--- src/rtl/core/dcrd_pkg.sv ---
// ----------------------------------------------------------------------------
// dcrd_pkg
// Shared types and constants for the DCT coefficient run decoder.
// ----------------------------------------------------------------------------
package dcrd_pkg;

  localparam int COMPONENT_SLOTS_DEF = 4;
  localparam int SLOT_FIELD_W        = 2;
  localparam int VAL_W               = 12;
  localparam int COEFF_W             = 16;
  localparam int QUEUE_DEPTH         = 2;
  localparam int QPTR_W              = $clog2(QUEUE_DEPTH);
  localparam int QCNT_W              = $clog2(QUEUE_DEPTH + 1);

  typedef enum logic [1:0] {
    KIND_COEFF = 2'd0,
    KIND_ZRL   = 2'd1,
    KIND_EOB   = 2'd2,
    KIND_ERROR = 2'd3
  } kind_t;

  typedef struct packed {
    kind_t                    kind;
    logic [5:0]               position;
    logic signed [VAL_W-1:0]  value;
    logic [SLOT_FIELD_W-1:0]  slot;
    logic                     is_dc;
    logic                     restart;
    logic                     last;
  } entry_t;

endpackage

--- src/rtl/core/dcrd_front.sv ---
// ----------------------------------------------------------------------------
// dcrd_front
// Tracks the zigzag index and classifies each symbol into a queue entry.
// ----------------------------------------------------------------------------
module dcrd_front #(
  parameter int COMPONENT_SLOTS = dcrd_pkg::COMPONENT_SLOTS_DEF
) (
  input  logic                                clk,
  input  logic                                rst_n,
  input  logic                                in_valid,
  output logic                                in_ready,
  input  logic [7:0]                          symbol,
  input  logic [10:0]                         extra_bits,
  input  logic [dcrd_pkg::SLOT_FIELD_W-1:0]   component_slot,
  input  logic                                restart,
  input  logic                                q_full,
  output logic                                push,
  output dcrd_pkg::entry_t                    push_entry
);

  localparam logic [5:0] ZZ_TO_NAT [64] = '{
     6'd0,  6'd1,  6'd8, 6'd16,  6'd9,  6'd2,  6'd3, 6'd10,
    6'd17, 6'd24, 6'd32, 6'd25, 6'd18, 6'd11,  6'd4,  6'd5,
    6'd12, 6'd19, 6'd26, 6'd33, 6'd40, 6'd48, 6'd41, 6'd34,
    6'd27, 6'd20, 6'd13,  6'd6,  6'd7, 6'd14, 6'd21, 6'd28,
    6'd35, 6'd42, 6'd49, 6'd56, 6'd57, 6'd50, 6'd43, 6'd36,
    6'd29, 6'd22, 6'd15, 6'd23, 6'd30, 6'd37, 6'd44, 6'd51,
    6'd58, 6'd59, 6'd52, 6'd45, 6'd38, 6'd31, 6'd39, 6'd46,
    6'd53, 6'd60, 6'd61, 6'd54, 6'd47, 6'd55, 6'd62, 6'd63
  };

  localparam logic [3:0] RUN_ZRL  = 4'hF;
  localparam logic [3:0] RUN_NONE = 4'h0;
  localparam logic [3:0] MAX_AC_SIZE = 4'd10;
  localparam logic [7:0] MAX_DC_CAT  = 8'd11;
  localparam logic [2:0] SLOTS_C = 3'(COMPONENT_SLOTS);

  function automatic logic signed [dcrd_pkg::VAL_W-1:0] extend_bits(
    input logic [10:0] raw,
    input logic [3:0]  size
  );
    logic [11:0] full;
    logic [11:0] half;
    logic [11:0] mag;
    full = (12'd1 << size) - 12'd1;
    half = 12'd1 << (size - 4'd1);
    mag  = {1'b0, raw} & full;
    if (size == 4'd0 || size > 4'd11) begin
      extend_bits = '0;
    end else if (mag < half) begin
      extend_bits = $signed(mag - full);
    end else begin
      extend_bits = $signed(mag);
    end
  endfunction

  function automatic logic [dcrd_pkg::SLOT_FIELD_W-1:0] slot_mod(
    input logic [dcrd_pkg::SLOT_FIELD_W-1:0] s
  );
    logic [2:0] r;
    r = {1'b0, s};
    for (int i = 0; i < 4; i++) begin
      if (r >= SLOTS_C) begin
        r = r - SLOTS_C;
      end
    end
    slot_mod = r[dcrd_pkg::SLOT_FIELD_W-1:0];
  endfunction

  logic [5:0]       idx_r;
  logic [5:0]       idx_nxt;
  logic [3:0]       run;
  logic [3:0]       size;
  logic [6:0]       reach;
  dcrd_pkg::entry_t ent;

  assign run      = symbol[7:4];
  assign size     = symbol[3:0];
  assign reach    = {1'b0, idx_r} + {3'b0, run};
  assign in_ready = !q_full;
  assign push     = in_valid && in_ready;

  always_comb begin
    ent          = '0;
    ent.kind     = dcrd_pkg::KIND_ERROR;
    ent.slot     = slot_mod(component_slot);
    ent.restart  = restart;
    ent.last     = 1'b1;
    idx_nxt      = '0;
    if (idx_r == 6'd0) begin
      if (symbol <= MAX_DC_CAT) begin
        ent.kind  = dcrd_pkg::KIND_COEFF;
        ent.is_dc = 1'b1;
        ent.value = extend_bits(extra_bits, size);
        ent.last  = 1'b0;
        idx_nxt   = 6'd1;
      end
    end else begin
      priority if (reach > 7'd63 || size > MAX_AC_SIZE) begin
        ent.kind = dcrd_pkg::KIND_ERROR;
      end else if (run == RUN_NONE && size == 4'd0) begin
        ent.kind = dcrd_pkg::KIND_EOB;
      end else if (run == RUN_ZRL && size == 4'd0) begin
        ent.kind     = dcrd_pkg::KIND_ZRL;
        ent.position = ZZ_TO_NAT[idx_r];
        ent.last     = (idx_r == 6'd48);
        idx_nxt      = idx_r + 6'd16;
      end else if (size == 4'd0) begin
        ent.kind = dcrd_pkg::KIND_ERROR;
      end else begin
        ent.kind     = dcrd_pkg::KIND_COEFF;
        ent.position = ZZ_TO_NAT[reach[5:0]];
        ent.value    = extend_bits(extra_bits, size);
        ent.last     = (reach == 7'd63);
        idx_nxt      = reach[5:0] + 6'd1;
      end
    end
  end

  assign push_entry = ent;

  always_ff @(posedge clk) begin
    if (!rst_n) begin
      idx_r <= '0;
    end else if (push) begin
      idx_r <= idx_nxt;
    end
  end

endmodule

--- src/rtl/core/dcrd_queue.sv ---
// ----------------------------------------------------------------------------
// dcrd_queue
// Short FIFO of classified entries between the front and back parts.
// ----------------------------------------------------------------------------
module dcrd_queue (
  input  logic             clk,
  input  logic             rst_n,
  input  logic             push,
  input  dcrd_pkg::entry_t push_entry,
  output logic             full,
  input  logic             pop,
  output logic             empty,
  output dcrd_pkg::entry_t head
);

  localparam int DEPTH = dcrd_pkg::QUEUE_DEPTH;

  dcrd_pkg::entry_t                mem [DEPTH];
  logic [dcrd_pkg::QPTR_W-1:0]     wr_ptr_r;
  logic [dcrd_pkg::QPTR_W-1:0]     rd_ptr_r;
  logic [dcrd_pkg::QCNT_W-1:0]     cnt_r;

  assign full  = (cnt_r == dcrd_pkg::QCNT_W'(DEPTH));
  assign empty = (cnt_r == '0);
  assign head  = mem[rd_ptr_r];

  always_ff @(posedge clk) begin
    if (push) begin
      mem[wr_ptr_r] <= push_entry;
    end
  end

  always_ff @(posedge clk) begin
    if (!rst_n) begin
      wr_ptr_r <= '0;
      rd_ptr_r <= '0;
      cnt_r    <= '0;
    end else begin
      if (push) begin
        wr_ptr_r <= (wr_ptr_r == dcrd_pkg::QPTR_W'(DEPTH - 1)) ? '0 : wr_ptr_r + 1'b1;
      end
      if (pop) begin
        rd_ptr_r <= (rd_ptr_r == dcrd_pkg::QPTR_W'(DEPTH - 1)) ? '0 : rd_ptr_r + 1'b1;
      end
      unique case ({push, pop})
        2'b10:   cnt_r <= cnt_r + 1'b1;
        2'b01:   cnt_r <= cnt_r - 1'b1;
        default: cnt_r <= cnt_r;
      endcase
    end
  end

endmodule

--- src/rtl/core/dcrd_back.sv ---
// ----------------------------------------------------------------------------
// dcrd_back
// Applies restarts and DC prediction, and holds the result register.
// ----------------------------------------------------------------------------
module dcrd_back #(
  parameter int COMPONENT_SLOTS = dcrd_pkg::COMPONENT_SLOTS_DEF
) (
  input  logic                                clk,
  input  logic                                rst_n,
  input  logic                                empty,
  input  dcrd_pkg::entry_t                    head,
  output logic                                pop,
  output logic                                out_valid,
  input  logic                                out_ready,
  output dcrd_pkg::kind_t                     out_kind,
  output logic [5:0]                          out_position,
  output logic signed [dcrd_pkg::COEFF_W-1:0] out_coeff,
  output logic                                out_last
);

  localparam int SLOT_W = (COMPONENT_SLOTS > 1) ? $clog2(COMPONENT_SLOTS) : 1;
  localparam logic signed [16:0] SAT_MAX = 17'sd32767;
  localparam logic signed [16:0] SAT_MIN = -17'sd32768;

  logic signed [dcrd_pkg::COEFF_W-1:0] pred_r [COMPONENT_SLOTS];
  logic signed [dcrd_pkg::COEFF_W-1:0] pred_cur;
  logic signed [16:0]                  sum;
  logic signed [dcrd_pkg::COEFF_W-1:0] sat;
  logic [SLOT_W-1:0]                   slot;

  logic                                valid_r;
  dcrd_pkg::kind_t                     kind_r;
  logic [5:0]                          pos_r;
  logic signed [dcrd_pkg::COEFF_W-1:0] coeff_r;
  logic                                last_r;

  assign pop  = !empty && (!valid_r || out_ready);
  assign slot = head.slot[SLOT_W-1:0];
  assign pred_cur = head.restart ? '0 : pred_r[slot];
  assign sum = 17'(pred_cur) + 17'(head.value);

  always_comb begin
    priority if (sum > SAT_MAX) begin
      sat = 16'sh7FFF;
    end else if (sum < SAT_MIN) begin
      sat = 16'sh8000;
    end else begin
      sat = sum[15:0];
    end
  end

  always_ff @(posedge clk) begin
    if (!rst_n) begin
      for (int i = 0; i < COMPONENT_SLOTS; i++) begin
        pred_r[i] <= '0;
      end
    end else if (pop) begin
      for (int i = 0; i < COMPONENT_SLOTS; i++) begin
        if (head.is_dc && slot == SLOT_W'(i)) begin
          pred_r[i] <= sat;
        end else if (head.restart) begin
          pred_r[i] <= '0;
        end
      end
    end
  end

  always_ff @(posedge clk) begin
    if (!rst_n) begin
      valid_r <= 1'b0;
    end else if (pop) begin
      valid_r <= 1'b1;
    end else if (out_ready) begin
      valid_r <= 1'b0;
    end
  end

  always_ff @(posedge clk) begin
    if (pop) begin
      kind_r  <= head.kind;
      pos_r   <= head.position;
      coeff_r <= head.is_dc ? sat : 16'(head.value);
      last_r  <= head.last;
    end
  end

  assign out_valid    = valid_r;
  assign out_kind     = kind_r;
  assign out_position = pos_r;
  assign out_coeff    = coeff_r;
  assign out_last     = last_r;

endmodule

--- src/rtl/core/dct_coefficient_run_decoder_core.sv ---
// Path: an accepted symbol is written into the queue, then popped into the result register.
// Throughput: 1 symbol per cycle while out_tready is high; the 2-entry queue and result register decouple stalls.
// Reset (rst_n low, synchronous): block index to 0, DC predictors to 0, queue and
// result register empty.
// ----------------------------------------------------------------------------
// dct_coefficient_run_decoder_core
// Decodes JPEG run/size symbols into positioned coefficients with DC prediction.
// ----------------------------------------------------------------------------
module dct_coefficient_run_decoder_core #(
  parameter int COMPONENT_SLOTS = dcrd_pkg::COMPONENT_SLOTS_DEF
) (
  input  logic        clk,
  input  logic        rst_n,
  input  logic        in_tvalid,
  output logic        in_tready,
  input  logic [23:0] in_tdata,   // symbol[7:0], extra_bits[18:8], component_slot[20:19]
  input  logic        in_tuser,   // restart
  output logic        out_tvalid,
  input  logic        out_tready,
  output logic [23:0] out_tdata,  // position[5:0], coeff_value[21:6]
  output logic [1:0]  out_tuser,  // kind
  output logic        out_tlast   // block_last
);

  logic                                q_full;
  logic                                q_empty;
  logic                                push;
  logic                                pop;
  dcrd_pkg::entry_t                    push_entry;
  dcrd_pkg::entry_t                    head;
  dcrd_pkg::kind_t                     kind;
  logic [5:0]                          position;
  logic signed [dcrd_pkg::COEFF_W-1:0] coeff;

  dcrd_front #(.COMPONENT_SLOTS(COMPONENT_SLOTS)) u_front (
    .clk            (clk),
    .rst_n          (rst_n),
    .in_valid       (in_tvalid),
    .in_ready       (in_tready),
    .symbol         (in_tdata[7:0]),
    .extra_bits     (in_tdata[18:8]),
    .component_slot (in_tdata[20:19]),
    .restart        (in_tuser),
    .q_full         (q_full),
    .push           (push),
    .push_entry     (push_entry)
  );

  dcrd_queue u_queue (
    .clk        (clk),
    .rst_n      (rst_n),
    .push       (push),
    .push_entry (push_entry),
    .full       (q_full),
    .pop        (pop),
    .empty      (q_empty),
    .head       (head)
  );

  dcrd_back #(.COMPONENT_SLOTS(COMPONENT_SLOTS)) u_back (
    .clk          (clk),
    .rst_n        (rst_n),
    .empty        (q_empty),
    .head         (head),
    .pop          (pop),
    .out_valid    (out_tvalid),
    .out_ready    (out_tready),
    .out_kind     (kind),
    .out_position (position),
    .out_coeff    (coeff),
    .out_last     (out_tlast)
  );

  assign out_tuser = kind;
  assign out_tdata = {2'b00, coeff, position};

endmodule
--- config.mk ---
export PLATFORM = sky130hd
export DESIGN_NAME = dct_coefficient_run_decoder_core
export DESIGN_NICKNAME = d
export VERILOG_FILES = /design/src/rtl/core/dcrd_pkg.sv /design/src/rtl/core/dcrd_front.sv /design/src/rtl/core/dcrd_queue.sv /design/src/rtl/core/dcrd_back.sv /design/src/rtl/core/dct_coefficient_run_decoder_core.sv
export SDC_FILE = /design/constraint.sdc
export NUM_CORES = 1
export LEC_CHECK = 0
export BUFFER_PORTS_ARGS = -buffer_cell sky130_fd_sc_hd__buf_2
export CAP_MARGIN = 20
export CELL_PAD_IN_SITES_DETAIL_PLACEMENT = 0
export CELL_PAD_IN_SITES_GLOBAL_PLACEMENT = 1
export CORE_ASPECT_RATIO = 0.6
export CORE_UTILIZATION = 51
export CTS_BUF_LIST = sky130_fd_sc_hd__clkbuf_2
export DETAILED_ROUTE_END_ITERATION = 12
export HOLD_SLACK_MARGIN = 0.12
export PLACE_DENSITY = 0.92
export SLEW_MARGIN = 20
export SYNTH_ARGS = -nofsm -noshare
export SYNTH_HDL_FRONTEND = slang
export SYNTH_HIERARCHICAL = 1
export SYNTH_SLANG_ARGS = --single-unit
--- constraint.sdc ---
create_clock -name clk -period 5.83 [get_ports clk]
set_clock_uncertainty 0.05 [all_clocks]
set_input_delay 1.166 -clock clk [delete_from_list [all_inputs] [get_ports clk]]
set_output_delay 1.166 -clock clk [all_outputs]
set_load 0.05 [all_outputs]
# Yosys cells after proc, flatten, opt, wreduce, memory -nomap -nowiden
# Memories as Yosys holds them, arrays and structs flattened. A register that Yosys moved wholly into a read port is not among the register bits.
# Index checks and enable logic that the tools add are counted.
# W data, S select, Z words.
dict set report classes {
  bitwise 11
  n_mux 88
  n_eq_ne 9
  shift 2
  n_reduce_logical 21
  add_sub_neg 11
  order_cmp 9
}
# op n
set ops {}
lappend ops {{$mux W16} 12}
lappend ops {{$mux W12} 5}
lappend ops {{$mux W6} 10}
lappend ops {{$mux W18} 3}
lappend ops {{$mux W1} 51}
lappend ops {{$shl A1 B4 Y12 const A} 2}
lappend ops {{$add A16 B12 Y17} 1}
lappend ops {{$gt A17 B16 Y1 const B} 1}
lappend ops {{$lt A17 B16 Y1 const B} 1}
lappend ops {{$ge A7 B7 Y1 const B} 2}
lappend ops {{$not A6 Y7} 2}
lappend ops {{$and A11 B12 Y12} 1}
lappend ops {{$lt A12 B12 Y1} 1}
lappend ops {{$sub A12 B1 Y12 const B} 1}
lappend ops {{$sub A12 B12 Y12} 1}
lappend ops {{$mux W2} 5}
lappend ops {{$eq A2 B2 Y1 const B} 4}
lappend ops {{$gt A4 B4 Y1 const B} 2}
lappend ops {{$le A8 B4 Y1 const B} 1}
lappend ops {{$logic_and A1 B1 Y1} 8}
lappend ops {{$logic_not A4 Y1} 2}
lappend ops {{$mux W8} 1}
lappend ops {{$or A1 B1 Y1} 8}
lappend ops {{$add A6 B4 Y7} 1}
lappend ops {{17 further kinds} 25}
dict set report word_totals {
  elab_cells 164
  rom_bits 768
  memories 4
  mem_bits_rw 114
  register_bits 36
}
# memory words word_bits rd rd_clocked_by_memory_dff wr line_no
set memory_table {}
lappend memory_table {{(no name shown)} 64 6 1 0 0 dcrd_front.sv:105} ;# ent.position = ZZ_TO_NAT[idx_r];
lappend memory_table {{(no name shown)} 64 6 1 0 0 dcrd_front.sv:112} ;# ent.position = ZZ_TO_NAT[reach[5:0]];
lappend memory_table {u_back.pred_r 4 16 1 0 4 dcrd_back.sv:25} ;# logic signed [dcrd_pkg::COEFF_W-1:0] pred_r [COMPONENT_SLOTS];
lappend memory_table {u_queue.mem 2 25 1 1 1 dcrd_queue.sv:18} ;# dcrd_pkg::entry_t mem [DEPTH];

# Longest topological paths before layout
dict set report logic_depth {
  word_depth 11
  ltp_mapped 18
}

# Modules after synthesis
# The synthesis kept the hierarchy.
# mod seq_area_each_um2 area_per_inst_um2 cells_each n_inst
set modules_own_cells {}
lappend modules_own_cells {dcrd_back 2692.6 4783.3 388 1}
lappend modules_own_cells {dcrd_front 120.1 3368.2 494 1}
lappend modules_own_cells {dcrd_queue 1601.5 2014.4 100 1}
lappend modules_own_cells {dct_coefficient_run_decoder_core 0.0 18.8 3 1}

# Least setup slack after synthesis
# OpenSTA, ideal clock, no wires.
dict set report synth_timing {
  kind {input port to flip-flop}
  start {input in_tdata[3]}
  end {memory u_queue/mem[0][15] in the netlist's numbering (data pin)}
  path_slack_ps 966
  path_stages 16
  path_buffers 3
  arrival_time_ps 4536
  required_ps 5503
  cell_sequence {buf_2 nor4_4 inv_1 ha_1 buf_2 or4_1 o21ai_0 a2bb2oi_1 nor2b_1 ha_1 and3_1 a221oi_1 a22oi_1 clkbuf_1 o41ai_1 a31oi_1}
}
# element line_no
set synth_rtl {}
lappend synth_rtl {{start: declaration} dct_coefficient_run_decoder_core.sv:16} ;# input logic [23:0] in_tdata,
lappend synth_rtl {{end: declaration} dcrd_queue.sv:18}

==> flow_summary.ini <==
[sta]
tns_ns = 0
worstMarginPinSlew_ns = 1.064
slew_viol_final = 0
hold_viol_final = 0
max_freq_mhz = 199.8
final.min_clock_period_ns = 5.005
setup_viol = 0
whs_ns = 0.4693
relSlewSlack = 0.2842
period_share = 0.8584
rsz0062_at_grt = false

[run]
max-cap-violations = 0

[yosys]
synth_cell_types = 85
synth_top_area_frac = 0.4098
syn_area_um2 = 10180
syn_inst = 985
synth_edf_count = 139
yosysTopAreaCell = edfxtp_1
yosysSeqAreaShare = 0.4334
synth_flop_cell = edfxtp_1
yosys_warnings = 6
syn_area_per_cell_um2 = 10.34
synth.most_common_cell = edfxtp_1
ys_ff_latch = 151
synth_common_cells = edfxtp_1 (139), nor2_1 (108), nand2_1 (88)
synthArstFlopShare = 0
synth.top_cells.by_area = edfxtp_1 (41%), ha_1 (8.2%), mux4_2 (4.4%)

[worst_setup_path]
crit_fanout = 24
crit_type = flop to flop
cp_slowest_cell = mux2_2
crit_family = compound AO/OA/AOI/OAI gates
slowest_delay_ns = 0.59
startpoint_type = flop
path_buf_inv = 1
end_kind = flop
r2r_slack_ns = 0.83
crit_arrival_ns = 5.46
crit_required_ns = 6.29
path_cells = buf_4 -> mux2_2 -> mux4_2 -> nor2b_1 -> ha_1 -> fa_1 -> a211o_1 -> a211oi_1 -> o211ai_1 -> nand2_2 -> o21ai_2 -> a21oi_2 -> o21ai_0

[floorplan]
die-area_um2 = 20560
std_cell_rows = 39
die-height_um = 111.5
coreArea_um2 = 19270
pin_count = 58
start_util = 0.5284
die_w_um = 184.4

[final_layout]
drive_gt1_frac = 0.1872
nFillCells = 1666
antennaDiodeCount = 0
nNetsFinal = 1116
area_growth_pct = 7.187

[route]
drt_drc_violations_left = 0
route.detailed.wl_per_inst_um = 19.29
num_vias = 7986
drtAntennaViolNets = 0
drt_iter0_markers = 980
vias_per_cell = 6.157
wirelength_um = 25020
drtPass1Iterations = 6

[global_routing]
antenna_found_initial = 0
track_usage = 0.2519
grt_overflow_total = 0
grt_pass1_vias = 7179
grt_max_degree = 31
grt_pass1_wl_um = 39650

[cts]
post-cts-setup-buffer-count = 0
cts-hold-fix-buffers = 0
h-tree-depth = 4
clk_path_buf_depth = 2
cts_buffers = 17
cts_sinks = 151
cts_tree = done
clkLatencyLatePin_ns = 0.78
cts_root_buffer = clkbuf_2
cts.reportedPaths.clkPinSlew_ns = 0.31
postCtsResizedCells = 0

[placement]
numPortBuffers = 52
dp_hpwl_um = 18230
place_congestion = 0.9397

[hold_path]
hold_path_class = flop to flop

[power]
ir_worst_vdd_mv = 0.3003
p_leak_uw = 0.004110
power_density_nw_per_um2 = 453.3

[run_status]
status = finished, final reports clean
## layer usage
layer / GRT usage / share of wire
met5: 0 / 0
met1: 0.4063 / 0.49
met2: 0.3369 / 0.40
met3: 0.06215 / 0.10
met4: 0.04556 / 0.0074
## cell families (layout without fill, tap and decap cells)
kind of cell / after synthesis / count (layout) / synth area share
simple gates: 343 / 343 / 0.1668
compound gates: 245 / 245 / 0.1616
flops: 151 / 151 / 0.4334
buf+inv: 87 / 132 / 0.03870
fa+ha+maj: 73 / 73 / 0.09066
mux: 59 / 59 / 0.08612
xor+xnor: 26 / 26 / 0.02236
other cells: 1 / 2 / 0.0003682
## worst min-delay path, stage by stage, from the launching register on
cell and delay, ns:
dfxtp_1 0.40, o21ai_0 0.07, a21boi_1 0.06
## layout make-up
| type | count | area, um2 | area share |
|---|---|---|---|
| clock buffer | 17 | 85.08 | 0.007794 |
| clock inverter | 15 | 175.2 | 0.01605 |
| inverter | 25 | 93.84 | 0.008596 |
| multi-input combinational | 748 | 5383 | 0.4931 |
| sequential | 151 | 4414 | 0.4044 |
| tap | 266 | 332.8 | 0.03049 |
| timing repair buffer | 75 | 432.9 | 0.03966 |
## layout by cell type, fill, tap and decap left out, types with 15 or more instances in the layout
| master | Yosys | layout |
|---|---|---|
| a21oi_1 | 47 | 47 |
| buf_2 | 15 | 52 |
| buf_4 | 5 | 22 |
| clkbuf_2 | 0 | 17 |
| edfxtp_1 | 139 | 139 |
| ha_1 | 67 | 67 |
| inv_1 | 22 | 22 |
| mux2_2 | 25 | 25 |
| mux4_2 | 20 | 20 |
| nand2_1 | 88 | 88 |
| nand3_1 | 24 | 24 |
| nor2_1 | 108 | 107 |
| nor2b_1 | 34 | 34 |
| nor3_1 | 15 | 15 |
| o211ai_1 | 17 | 17 |
| o21ai_0 | 64 | 60 |
| xnor2_1 | 17 | 17 |
## metrics by stage
step | power, uW | std cells | instance area [um2] | setup WS (ns) | utilization
after global placement | 4248 | 1264 | 10650 | 0.6904 | 0.5525
final | 4948 | 1297 | 10920 | 0.8253 | 0.5664
after global routing | 5234 | 1297 | 10920 | 0.6234 | 0.5664
after detailed placement | 4298 | 1264 | 10650 | 0.5475 | 0.5525
after floorplan | 3634 | 986 | 10190 | 0.9663 | -
after CTS | 4921 | 1296 | 10910 | 0.9025 | 0.5660
## power by group
group / total (uW) / internal, uW / switching [uW]
Clock: 621 / 150 / 471
Combinational: 2740 / 854 / 1890
Sequential: 1580 / 1510 / 70.6
## final timing paths
path	start	end	cells after the start
worst max register to register	flop	u_back/out_coeff[1]	13
worst max-delay path	flop	u_back/out_coeff[1]	13
worst min register to register	u_queue/cnt_r[1]	u_queue/cnt_r[1]	2
worst min-delay path	u_queue/cnt_r[1]	u_queue/cnt_r[1]	2
## flip-flops by register name (all words and copies together) (netlist names), named ones only
| name | count |
|---|---|
| u_back/out_coeff | 16 |
| u_back/out_position | 6 |
| u_back/out_kind | 2 |
| u_front/idx_r | 6 |
| u_queue/mem | 50 |
| u_queue/wr_ptr_r | 1 |
| u_back/pred_r | 64 |
| u_queue/cnt_r | 2 |
| u_back/out_last | 1 |
| u_back/out_valid | 1 |
| u_queue/rd_ptr_r | 1 |
No activity file was read; power rests on OpenSTA's default activity.
